==> src/design/bdc_pkg.sv <==
// shared types, constants and codes of the binary to decimal ascii converter
package bdc_pkg;

  // field widths
  localparam int NUM_W      = 64;
  localparam int NUM_DIGITS = 20;
  localparam int DIGIT_W    = 4;
  localparam int CHAR_W     = 6;
  localparam int COUNT_W    = 5;
  localparam int LIMIT_W    = 6;
  localparam int BCD_W      = NUM_DIGITS * DIGIT_W;

  // shift-add-3 conversion, several binary bits per cycle
  localparam int STEP_BITS  = 4;
  localparam int CONV_STEPS = NUM_W / STEP_BITS;
  localparam int STEP_CNT_W = $clog2(CONV_STEPS);

  // character and register constants
  localparam logic [CHAR_W-1:0]  ASCII_ZERO        = CHAR_W'(48);
  localparam logic [LIMIT_W-1:0] DIGIT_LIMIT_RESET = LIMIT_W'(32);

  // depth of the queue between front and back
  localparam int QUEUE_DEPTH = 2;

  // one converted number waiting for the back end
  typedef struct packed {
    logic [NUM_DIGITS-1:0][DIGIT_W-1:0] digits;
    logic [COUNT_W-1:0]                 count;
    logic                               rejected;
  } bdc_entry_t;

  // front end sequencer states
  typedef enum logic [1:0] {
    F_IDLE,
    F_CONV,
    F_CLASS
  } front_state_e;

endpackage

==> src/design/bdc_front.sv <==
// front end: takes a number, converts it to bcd and classifies it against the limit
module bdc_front import bdc_pkg::*; (
  input  logic               clk_i,
  input  logic               rst_ni,
  input  logic               push,
  output logic               full,
  input  logic [NUM_W-1:0]   number_i,
  input  logic               cfg_we_i,
  input  logic [LIMIT_W-1:0] cfg_wdata_i,
  output logic               q_push_o,
  output bdc_entry_t         q_entry_o,
  input  logic               q_full_i
);

  front_state_e                       state_q, state_d;
  logic [STEP_CNT_W-1:0]              step_q;
  logic [NUM_W-1:0]                   bin_q, bin_d;
  logic [NUM_DIGITS-1:0][DIGIT_W-1:0] bcd_q, bcd_d;
  logic [LIMIT_W-1:0]                 limit_q;
  logic [COUNT_W-1:0]                 ndig;
  logic                               accept;

  // limit register
  always_ff @(posedge clk_i or negedge rst_ni) begin
    if (!rst_ni) begin
      limit_q <= DIGIT_LIMIT_RESET;
    end else if (cfg_we_i) begin
      limit_q <= cfg_wdata_i;
    end
  end

  // one conversion step: a few bits of shift-add-3
  always_comb begin
    logic [NUM_W-1:0]                   bin_v;
    logic [NUM_DIGITS-1:0][DIGIT_W-1:0] bcd_v;
    bin_v = bin_q;
    bcd_v = bcd_q;
    for (int s = 0; s < STEP_BITS; s++) begin
      for (int d = 0; d < NUM_DIGITS; d++) begin
        if (bcd_v[d] >= DIGIT_W'(5)) begin
          bcd_v[d] = bcd_v[d] + DIGIT_W'(3);
        end
      end
      bcd_v = BCD_W'({bcd_v, bin_v[NUM_W-1]});
      bin_v = {bin_v[NUM_W-2:0], 1'b0};
    end
    bin_d = bin_v;
    bcd_d = bcd_v;
  end

  // digit count: position of the highest nonzero digit, at least one
  always_comb begin
    ndig = COUNT_W'(1);
    for (int d = 1; d < NUM_DIGITS; d++) begin
      if (bcd_q[d] != '0) begin
        ndig = COUNT_W'(d + 1);
      end
    end
  end

  // next state
  always_comb begin
    state_d = state_q;
    case (state_q)
      F_IDLE: begin
        if (push) state_d = F_CONV;
      end
      F_CONV: begin
        if (step_q == STEP_CNT_W'(CONV_STEPS - 1)) state_d = F_CLASS;
      end
      F_CLASS: begin
        if (!q_full_i) state_d = F_IDLE;
      end
      default: state_d = F_IDLE;
    endcase
  end

  // outputs
  always_comb begin
    full     = (state_q != F_IDLE);
    accept   = (state_q == F_IDLE) && push;
    q_push_o = (state_q == F_CLASS) && !q_full_i;
    q_entry_o.digits   = bcd_q;
    q_entry_o.rejected = ({1'b0, ndig} > limit_q);
    q_entry_o.count    = q_entry_o.rejected ? '0 : ndig;
  end

  // state and step counter
  always_ff @(posedge clk_i or negedge rst_ni) begin
    if (!rst_ni) begin
      state_q <= F_IDLE;
      step_q  <= '0;
    end else begin
      state_q <= state_d;
      if (accept) begin
        step_q <= '0;
      end else if (state_q == F_CONV) begin
        step_q <= step_q + STEP_CNT_W'(1);
      end
    end
  end

  // conversion datapath
  always_ff @(posedge clk_i) begin
    if (accept) begin
      bin_q <= number_i;
      bcd_q <= '0;
    end else if (state_q == F_CONV) begin
      bin_q <= bin_d;
      bcd_q <= bcd_d;
    end
  end

  // conversion always runs to the classify step
  a_conv_to_class: assert property (@(posedge clk_i) disable iff (!rst_ni)
    (state_q == F_CONV && step_q == STEP_CNT_W'(CONV_STEPS - 1)) |=> state_q == F_CLASS)
    else $error("conversion did not end in classify");

endmodule

==> src/design/bdc_queue.sv <==
// short register queue between front and back end
module bdc_queue import bdc_pkg::*; #(
  parameter int Depth = QUEUE_DEPTH
) (
  input  logic       clk_i,
  input  logic       rst_ni,
  input  logic       push_i,
  input  bdc_entry_t entry_i,
  output logic       full_o,
  input  logic       pop_i,
  output bdc_entry_t entry_o,
  output logic       valid_o
);

  localparam int PtrW = (Depth > 1) ? $clog2(Depth) : 1;
  localparam int CntW = $clog2(Depth + 1);

  bdc_entry_t      mem_q [Depth];
  logic [PtrW-1:0] wr_q, rd_q;
  logic [CntW-1:0] cnt_q;
  logic            do_push, do_pop;

  // status
  always_comb begin
    full_o  = (cnt_q == CntW'(Depth));
    valid_o = (cnt_q != '0);
    entry_o = mem_q[rd_q];
    do_push = push_i && !full_o;
    do_pop  = pop_i && valid_o;
  end

  // pointers and fill count
  always_ff @(posedge clk_i or negedge rst_ni) begin
    if (!rst_ni) begin
      wr_q  <= '0;
      rd_q  <= '0;
      cnt_q <= '0;
    end else begin
      if (do_push) wr_q <= (wr_q == PtrW'(Depth - 1)) ? '0 : wr_q + PtrW'(1);
      if (do_pop)  rd_q <= (rd_q == PtrW'(Depth - 1)) ? '0 : rd_q + PtrW'(1);
      if (do_push && !do_pop) begin
        cnt_q <= cnt_q + CntW'(1);
      end else if (do_pop && !do_push) begin
        cnt_q <= cnt_q - CntW'(1);
      end
    end
  end

  // storage
  always_ff @(posedge clk_i) begin
    if (do_push) mem_q[wr_q] <= entry_i;
  end

  a_cnt_range: assert property (@(posedge clk_i) disable iff (!rst_ni)
    cnt_q <= CntW'(Depth))
    else $error("queue fill count out of range");

  a_no_push_full: assert property (@(posedge clk_i) disable iff (!rst_ni)
    push_i |-> !full_o)
    else $error("request pushed into full queue");

endmodule

==> src/design/bdc_back.sv <==
// back end: emits the digits of one queued number, most significant first
module bdc_back import bdc_pkg::*; (
  input  logic               clk_i,
  input  logic               rst_ni,
  input  logic               q_valid_i,
  input  bdc_entry_t         q_entry_i,
  output logic               q_pop_o,
  output logic               empty,
  input  logic               pop,
  output logic [CHAR_W-1:0]  digit_char_o,
  output logic [COUNT_W-1:0] digit_count_o,
  output logic               rejected_o,
  output logic               last_o
);

  bdc_entry_t         cur_q;
  logic               busy_q, busy_d;
  logic [COUNT_W-1:0] idx_q, idx_d;
  logic               adv, finish, take;
  logic [DIGIT_W-1:0] digit;

  // result fields from the current entry
  always_comb begin
    digit         = cur_q.digits[idx_q];
    empty         = !busy_q;
    rejected_o    = cur_q.rejected;
    digit_count_o = cur_q.count;
    digit_char_o  = cur_q.rejected ? '0 : ASCII_ZERO + CHAR_W'(digit);
    last_o        = cur_q.rejected || (idx_q == '0);
  end

  // sequencing: step through digits, load the next entry after the last one
  always_comb begin
    adv     = busy_q && pop;
    finish  = adv && last_o;
    take    = q_valid_i && (!busy_q || finish);
    q_pop_o = take;
    busy_d  = take ? 1'b1 : (finish ? 1'b0 : busy_q);
    if (take) begin
      idx_d = q_entry_i.rejected ? '0 : q_entry_i.count - COUNT_W'(1);
    end else if (adv) begin
      idx_d = idx_q - COUNT_W'(1);
    end else begin
      idx_d = idx_q;
    end
  end

  always_ff @(posedge clk_i or negedge rst_ni) begin
    if (!rst_ni) begin
      busy_q <= 1'b0;
      idx_q  <= '0;
    end else begin
      busy_q <= busy_d;
      idx_q  <= idx_d;
    end
  end

  always_ff @(posedge clk_i) begin
    if (take) cur_q <= q_entry_i;
  end

  a_rej_single: assert property (@(posedge clk_i) disable iff (!rst_ni)
    (busy_q && cur_q.rejected) |-> (idx_q == '0 && cur_q.count == '0))
    else $error("rejected request not a single result");

  a_idx_range: assert property (@(posedge clk_i) disable iff (!rst_ni)
    (busy_q && !cur_q.rejected) |-> (idx_q < cur_q.count))
    else $error("digit index beyond digit count");

endmodule

==> src/design/binary_to_decimal_ascii.sv <==
// top level of the 64-bit binary to decimal ascii converter
//
//   channel   direction  handshake             payload
//   request   in         push / full           number_i
//   result    out        empty / pop           digit_char_o, digit_count_o, rejected_o, last_o
//   config    in         cfg_we_i              cfg_wdata_i (digit limit)
//
// the front end holds a number through accept, 16 conversion steps of 4 bits and classify.
// the back end sends one digit per cycle while pop is held, and a number of n digits gives n
// results; a rejected number gives one result.
// a queue of QueueDepth converted numbers sits between front and back end.
// reset clears the sequencers and the queue and sets the digit limit to 32.
// a stalled result output never blocks the front end until the queue fills.
module binary_to_decimal_ascii import bdc_pkg::*; #(
  parameter int QueueDepth = QUEUE_DEPTH
) (
  input  logic               clk_i,
  input  logic               rst_ni,
  input  logic               push,
  output logic               full,
  input  logic [NUM_W-1:0]   number_i,
  output logic               empty,
  input  logic               pop,
  output logic [CHAR_W-1:0]  digit_char_o,
  output logic [COUNT_W-1:0] digit_count_o,
  output logic               rejected_o,
  output logic               last_o,
  input  logic               cfg_we_i,
  input  logic [LIMIT_W-1:0] cfg_wdata_i
);

  bdc_entry_t q_in, q_out;
  logic       q_push, q_full, q_pop, q_valid;

  // conversion and classification
  bdc_front u_front (
    .clk_i       (clk_i),
    .rst_ni      (rst_ni),
    .push        (push),
    .full        (full),
    .number_i    (number_i),
    .cfg_we_i    (cfg_we_i),
    .cfg_wdata_i (cfg_wdata_i),
    .q_push_o    (q_push),
    .q_entry_o   (q_in),
    .q_full_i    (q_full)
  );

  // decoupling queue
  bdc_queue #(
    .Depth (QueueDepth)
  ) u_queue (
    .clk_i   (clk_i),
    .rst_ni  (rst_ni),
    .push_i  (q_push),
    .entry_i (q_in),
    .full_o  (q_full),
    .pop_i   (q_pop),
    .entry_o (q_out),
    .valid_o (q_valid)
  );

  // digit output
  bdc_back u_back (
    .clk_i         (clk_i),
    .rst_ni        (rst_ni),
    .q_valid_i     (q_valid),
    .q_entry_i     (q_out),
    .q_pop_o       (q_pop),
    .empty         (empty),
    .pop           (pop),
    .digit_char_o  (digit_char_o),
    .digit_count_o (digit_count_o),
    .rejected_o    (rejected_o),
    .last_o        (last_o)
  );

endmodule
==> config.mk <==
export PLATFORM = sky130hd
export DESIGN_NAME = binary_to_decimal_ascii
export DESIGN_NICKNAME = d
export VERILOG_FILES = /design/src/design/bdc_pkg.sv /design/src/design/bdc_front.sv /design/src/design/bdc_queue.sv /design/src/design/bdc_back.sv /design/src/design/binary_to_decimal_ascii.sv
export SDC_FILE = /design/constraint.sdc
export NUM_CORES = 1
export LEC_CHECK = 0
export ABC_AREA = 1
export BUFFER_PORTS_ARGS = -buffer_cell sky130_fd_sc_hd__buf_2
export CORE_ASPECT_RATIO = 1.25
export CORE_MARGIN = 2
export CORE_UTILIZATION = 63
export DETAILED_ROUTE_END_ITERATION = 12
export GPL_ROUTABILITY_DRIVEN = 0
export HOLD_SLACK_MARGIN = 0.12
export PLACE_DENSITY = 0.81
export SETUP_SLACK_MARGIN = 0.02
export SLEW_MARGIN = 20
export SYNTH_ARGS = -nofsm -noshare
export SYNTH_HDL_FRONTEND = slang
export SYNTH_HIERARCHICAL = 1
export SYNTH_SLANG_ARGS = --single-unit
export TNS_END_PERCENT = 1
==> constraint.sdc <==
create_clock -name clk_i -period 5.6 [get_ports clk_i]
set_input_delay 0.56 -clock clk_i [delete_from_list [all_inputs] [get_ports clk_i]]
set_output_delay 0.56 -clock clk_i [all_outputs]
set_load 0.02 [all_outputs]
# Yosys cells after proc, flatten, opt, wreduce, memory -nomap -nowiden
# Memory sizes are Yosys's and may differ from the RTL's.
# Index checks and enable logic that the tools add are counted.
op_classes:
  n_addsub: 88
  order_cmp: 82
  n_eq_ne: 7
  n_mux: 122
  reduce_logical: 43
ops:
  columns: ["op", "n"]
  rows:
  - ["4-bit 2-to-1 mux", 87]
  - ["4-bit by 3-bit >= comparator with 1-bit output, second input constant", 80]
  - ["4-bit by 2-bit adder with 4-bit output, second input constant", 76]
  - ["64-bit 2-to-1 mux", 2]
  - ["4-bit nonzero test", 19]
  - ["5-bit 2-to-1 mux", 9]
  - ["3-bit 2-to-1 mux", 8]
  - ["4-bit binary-select mux with 5-bit select", 1]
  - ["2-bit 2-to-1 mux", 7]
  - ["3-bit by 2-bit adder with 3-bit output, second input constant", 4]
  - ["2-bit nonzero test", 6]
  - ["5-bit by 1-bit subtractor with 5-bit output, second input constant", 2]
  - ["1-bit logical AND", 9]
  - ["5-bit by 5-bit adder with 6-bit output, first input constant", 1]
  - ["5-bit by 6-bit > comparator with 1-bit output", 1]
  - ["5-bit by 6-bit less-than comparator with 1-bit output, second input constant", 1]
  - ["1-bit 2-to-1 mux", 6]
  - ["6-bit 2-to-1 mux", 1]
  - ["2-bit case mux with 3 select lines", 1]
  - ["5-bit zero test", 1]
  - ["4-bit by 1-bit adder with 4-bit output, second input constant", 1]
  - ["2-bit == test, second input constant", 2]
  - ["4-bit == test, second input constant", 1]
  - ["1-bit zero test", 4]
  - ["9 further kinds", 12]
totals:
  ff_bits: 252
  ram_bits: 172
  inputBits: 75
  output_inout_bits: 15
  wordCells: 394
  memories: 1
mem_list:
  columns: ["name", "words", "width", "read_ports", "rd_clocked_by_memory_dff", "wr", "line", "rtl"]
  rows:
  - ["u_queue.mem_q", 2, 86, 1, 0, 1, "bdc_queue.sv:18", "bdc_entry_t mem_q [Depth];"]

# Logic depth before layout (Yosys ltp)
depth:
  depth_word: 22
  ltp_mapped: 35
  depth_no_buf: 35

# Hierarchy
# Netlist, hierarchy kept.
modules_own_cells:
  columns: ["mod", "instances", "cells_per_inst", "area_per_inst_um2", "seq_area_each_um2"]
  rows:
  - ["bdc_front", 1, 2329, 15328.5, 3824.9]
  - ["bdc_queue", 1, 481, 6488.7, 5265.0]
  - ["bdc_back", 1, 404, 4155.2, 2732.6]

# Worst setup path before layout
# No wires, ideal clock.
synth_timing:
  kind: "register to register"
  startpoint: "register u_queue.cnt_q[1]"
  endpoint: "memory u_queue/mem_q[1][0] in the netlist's numbering (enable)"
  setup_ps: 531
  arrival_ps: 4334
  required_time_ps: 5069
  slack_ps: 735
  path_stages_with_launch: 6
  n_path_buf: 0
  period_less_slack_ps: 4865
  path_cell_list: "dfrtp_1 -> inv_1 -> nor2_1 -> nor2_1 -> o21ai_0 -> nor2_1"
synth_between:
  elab_chain_len: 6
synth_lines:
  columns: ["item", "line", "rtl"]
  rows:
  - ["start, declared", "bdc_queue.sv:20", "logic [CntW-1:0] cnt_q;"]
  - ["start signal, assigned", "bdc_queue.sv:42", "cnt_q <= cnt_q + CntW'(1);"]
  - ["start signal, assigned", "bdc_queue.sv:44", "cnt_q <= cnt_q - CntW'(1);"]
  - ["2-bit == test", "bdc_queue.sv:25", "full_o = (cnt_q == CntW'(Depth));"]
  - ["named net q_full", "binary_to_decimal_ascii.sv:33", "logic q_push, q_full, q_pop, q_valid;"]
  - ["1-bit zero test", "bdc_front.sv:82", "q_push_o = (state_q == F_CLASS) && !q_full_i;"]
  - ["1-bit logical AND", "bdc_front.sv:82", null]
  - ["named net q_push", "binary_to_decimal_ascii.sv:33", null]
  - ["1-bit logical AND", "bdc_queue.sv:28", "do_push = push_i && !full_o;"]
  - ["1-bit 2-to-1 mux", "bdc_queue.sv:51", "if (do_push) mem_q[wr_q] <= entry_i;"]
  - ["1-bit 2-to-1 mux (not written as such)", "bdc_queue.sv:51", null]
  - ["end, declared", "bdc_queue.sv:18", null]
# The timed path passes the listed nets, and every way through them passes these cells.

# Final worst setup path
layout_timing:
  startpoint: "register u_front.bcd_q (netlist bit u_front/q_entry_o[26])"
  endpoint: "register u_front.bcd_q (netlist bit u_front/q_entry_o[31])"
layout_between:
  elab_chain_len: 8
  word_cells_on_any_way: 18
  cone_classes: "add/sub (6); order compare (6); mux (6)"
layout_lines:
  columns: ["item", "line", "rtl"]
  rows:
  - ["start, declared", "bdc_front.sv:18", "logic [NUM_DIGITS-1:0][DIGIT_W-1:0] bcd_q, bcd_d;"]
  - ["start signal, assigned", "bdc_front.sv:107", "bcd_q <= '0;"]
  - ["start signal, assigned", "bdc_front.sv:110", "bcd_q <= bcd_d;"]
  - ["4-bit by 2-bit adder with 4-bit output or 4-bit by 3-bit >= comparator with 1-bit output (tied branches)", "bdc_front.sv:41, bdc_front.sv:40", null]
  - ["4-bit 2-to-1 mux *", "bdc_front.sv:40", "if (bcd_v[d] >= DIGIT_W'(5)) begin"]
  - ["4-bit by 2-bit adder with 4-bit output or 4-bit by 3-bit >= comparator with 1-bit output (tied branches)", "bdc_front.sv:41, bdc_front.sv:40", null]
  - ["4-bit 2-to-1 mux", "bdc_front.sv:40", null]
  - ["4-bit by 2-bit adder with 4-bit output or 4-bit by 3-bit >= comparator with 1-bit output (tied branches)", "bdc_front.sv:41, bdc_front.sv:40", null]
  - ["4-bit 2-to-1 mux", "bdc_front.sv:40", null]
  - ["4-bit by 2-bit adder with 4-bit output or 4-bit by 3-bit >= comparator with 1-bit output (tied branches)", "bdc_front.sv:41, bdc_front.sv:40", null]
  - ["4-bit 2-to-1 mux *", "bdc_front.sv:40", null]
# Every way passes the cells marked *; elsewhere a longest branch is shown, timed or not.
# A chain may end at the register's enable or synchronous reset.

==> summary.md <==
| Metric | Value |
|---|---|
| Worst Path Max Fanout | 8 |
| Crit path launch type | register |
| Detailed router's first-iteration violation count | 1411 |
| I/O Buffers | 89 |
| Die Height | 231.0 um |
| Share of post-route cells with drive strength above 1 | 0.1202 |
| # rows | 83 |
| Layout area overhead | 8.960% |
| Gate count of the mapped netlist | 3214 |
| Worst EP arrival | 4.62 ns |
| Cts bufs inserted | 44 |
| Core box area | 40920 um^2 |
| Worst Setup Path Type | register to register |
| Crit path time final | 4.195 ns |
| Wire length per cell | 14.75 um |
| Clk Latency, worst-skew pair | 0.57 ns |
| Initial antenna violation count | 0 |
| Post-Syn Area | 25970 um^2 |
| Most numerous cell in the Yosys netlist | nand2_1 |
| Crit path required time | 6.02 ns |
| Seq cells post-synth | 424 |
| Area fraction of the dominant cell type after synthesis | 0.3723 |
| Period utilization | 0.7491 |
| Post-route ant nets | 0 |
| Fmax | 238.4 MHz |
| CTS resizes | 0 |
| Top_reg_cell synth | edfxtp_1 |
| Vias | 21170 |
| DRT Wirelength | 57.25 mm |
| Synth unique cells | 51 |
| Syn avg cell area | 8.081 um^2 |
| Hold Fails Final Rpt | 0 |
| Largest net degree at the start of global routing | 95 |
| Final Util | 0.6916 |
| Max Slew Vio Count | 0 |
| Via density | 5.456 |
| Worst Hold Class | input port to register |
| Root buffer cell | clkbuf_16 |
| Clock Skew | 0.01588 ns |
| Die X | 185.6 um |
| Run status | finished clean |
| HPWL Detailed | 39.96 mm |
| Sink Count | 424 |
| Syn_nets | 3461 |
| DRC violations left | 0 |
| Worst slew pin tran | 1.007 ns |
| Synth warn | 6 |
| Vias in the first global route | 20990 |
| Clk slew on worst S/H paths | 0.06 ns |
| First-pass GRT wire length | 94.87 mm |
| Initial core utilization | 0.6348 |
| Crit. End Element | register |
| Setup violators final | 0 |
| TritonCTS clock tree | built |
| Fraction of registers with async set/reset | 0.05189 |
| Max-cap violations | 0 |
| DR pass1 iterations | 6 |
| EDFF count, synth | 322 |
| Synth area leader | edfxtp_1 |
| Setup TNS | 0 ns |
| Die area | 42880 um^2 |
| Register area share after synthesis | 0.4552 |
| Grt ovf | 0 |
| Deepest clock path buffer count | 3 |
| Most area-consuming cells after synthesis | edfxtp_1 37%, nand2_1 17%, ha_1 8.3% |
| Htree depth | 2 |
| # IOs | 90 |
| Top cells by count, synth | 1155 x nand2_1, 451 x inv_1, 322 x edfxtp_1 |
| Total GRT Usage | 0.2708 |
| RSZ-0062 raised after global routing | false |
| Final #Nets | 3538 |
| Normalized max-slew margin | 0.3278 |
kinds of logic after synthesis:
family,Yosys count,synth area share
buffers and inverters,559,0.08580
and+or+nand+nor,1641,0.2647
AOI/OAI and AO/OA,365,0.08671
xor gates and xnor gates,51,0.02385
muxes,2,0.0008671
adders and majority gates,172,0.08286
DFF,424,0.4552
metal layers:
layer / vias up / share of wire / GRT usage
met2: 639 / 0.51 / 0.4969
met5: - / 0 / 0
met3: 149 / 0.058 / 0.04400
li1: 10440 / - / -
met4: 0 / 0.031 / 0.09596
met1: 9942 / 0.40 / 0.3175
path summary, 6_finish.rpt:
kind	from	cells after the start	endpoint	slack (ns)
max in group asynchronous	rst_ni	2	u_queue/rd_q	4.69
max reg2reg	u_front/q_entry_o[26]	26	u_front/q_entry_o[31]	1.40
min	cfg_wdata_i[4]	3	u_front/limit_q[4]	0.20
min in group asynchronous	rst_ni	2	u_front/limit_q[2]	0.51
max	u_front/q_entry_o[26]	26	u_front/q_entry_o[31]	1.40
min reg2reg	u_queue/cnt_q[1]	2	u_queue/cnt_q[1]	0.48
final cells by class:
type | instances | area [um^2]
diodes | 1 | 2.502
clock buffers | 57 | 1201
clock inverters | 25 | 260.3
fillers | 3168 | 12620
inverters | 489 | 1844
multi-input cells | 2231 | 11940
flip-flops and latches | 424 | 11820
well taps | 552 | 690.7
repair buffers | 101 | 538.0
registers in the layout, summed over array words and instances (netlist names):
register              flops
u_back/busy_q             1
u_back/cur_q             80
u_back/digit_count_o      5
u_back/idx_q              5
u_back/rejected_o         1
u_front/bin_q            64
u_front/limit_q           6
u_front/q_entry_o        80
u_front/state_q           2
u_front/step_q            4
u_queue/cnt_q             2
u_queue/mem_q           172
u_queue/rd_q              1
u_queue/wr_q              1
what timing repair did:
action	CTS	global route
setup buffers	0	0
setup endpoints to repair	0	0
endpoints found under the hold margin	21	0
hold buffers	1	0
per-stage QoR:
stage / hold WS [ns] / instances / setup slack, ns / instance area (um^2)
finish: 0.1995 / 3880 / 1.405 / 28300
global route: 0.2117 / 3879 / 1.037 / 28300
CTS: 0.1845 / 3879 / 1.480 / 28290
detailed placement: 0.4665 / 3796 / 1.505 / 26820
global placement: 0.4569 / 3796 / 1.744 / 26820
floorplan: 0.2644 / 3214 / 0.7347 / 25970
placed cells by master (no fill, tap or decap), types with 9 or more instances in the layout:
cell       instances
clkbuf_16         45
inv_1            448
ha_1             172
a21oi_2           11
o211ai_1          19
o22ai_1           12
nand3_1          207
dfrtp_1           20
edfxtp_1         322
nand2_2           53
nand3_2           14
o21ai_2           57
clkbuf_1           9
nor3_1            14
buf_2             89
o21ai_1           87
nor2_1           138
inv_2             38
o21ai_0          117
nand2_1         1154
or2_2              9
nand3b_1          21
dfxtp_1           80
a21oi_1           42
buf_4             11
xor2_2            23
xor2_1            26
worst max-delay path: stages (launching register included):
cell,delay (ns)
dfxtp_1,0.49
inv_1,0.09
ha_1,0.20
inv_1,0.12
o21ai_2,0.09
nand2_2,0.13
xor2_1,0.26
inv_1,0.13
ha_1,0.22
o21ai_0,0.20
o211ai_1,0.12
nand2_1,0.19
inv_1,0.10
ha_1,0.18
or2_2,0.29
nand3_1,0.14
nand2_2,0.09
nand2_1,0.07
nand2_1,0.11
ha_1,0.23
inv_1,0.07
nor2_1,0.04
nand3b_1,0.17
nand2_1,0.14
nand2_1,0.06
nand2_1,0.05
o22ai_1,0.07
Power is left out: the tool's default activity adds up to more than one toggle a clock period on the data nets, which glitch-free logic cannot reach.
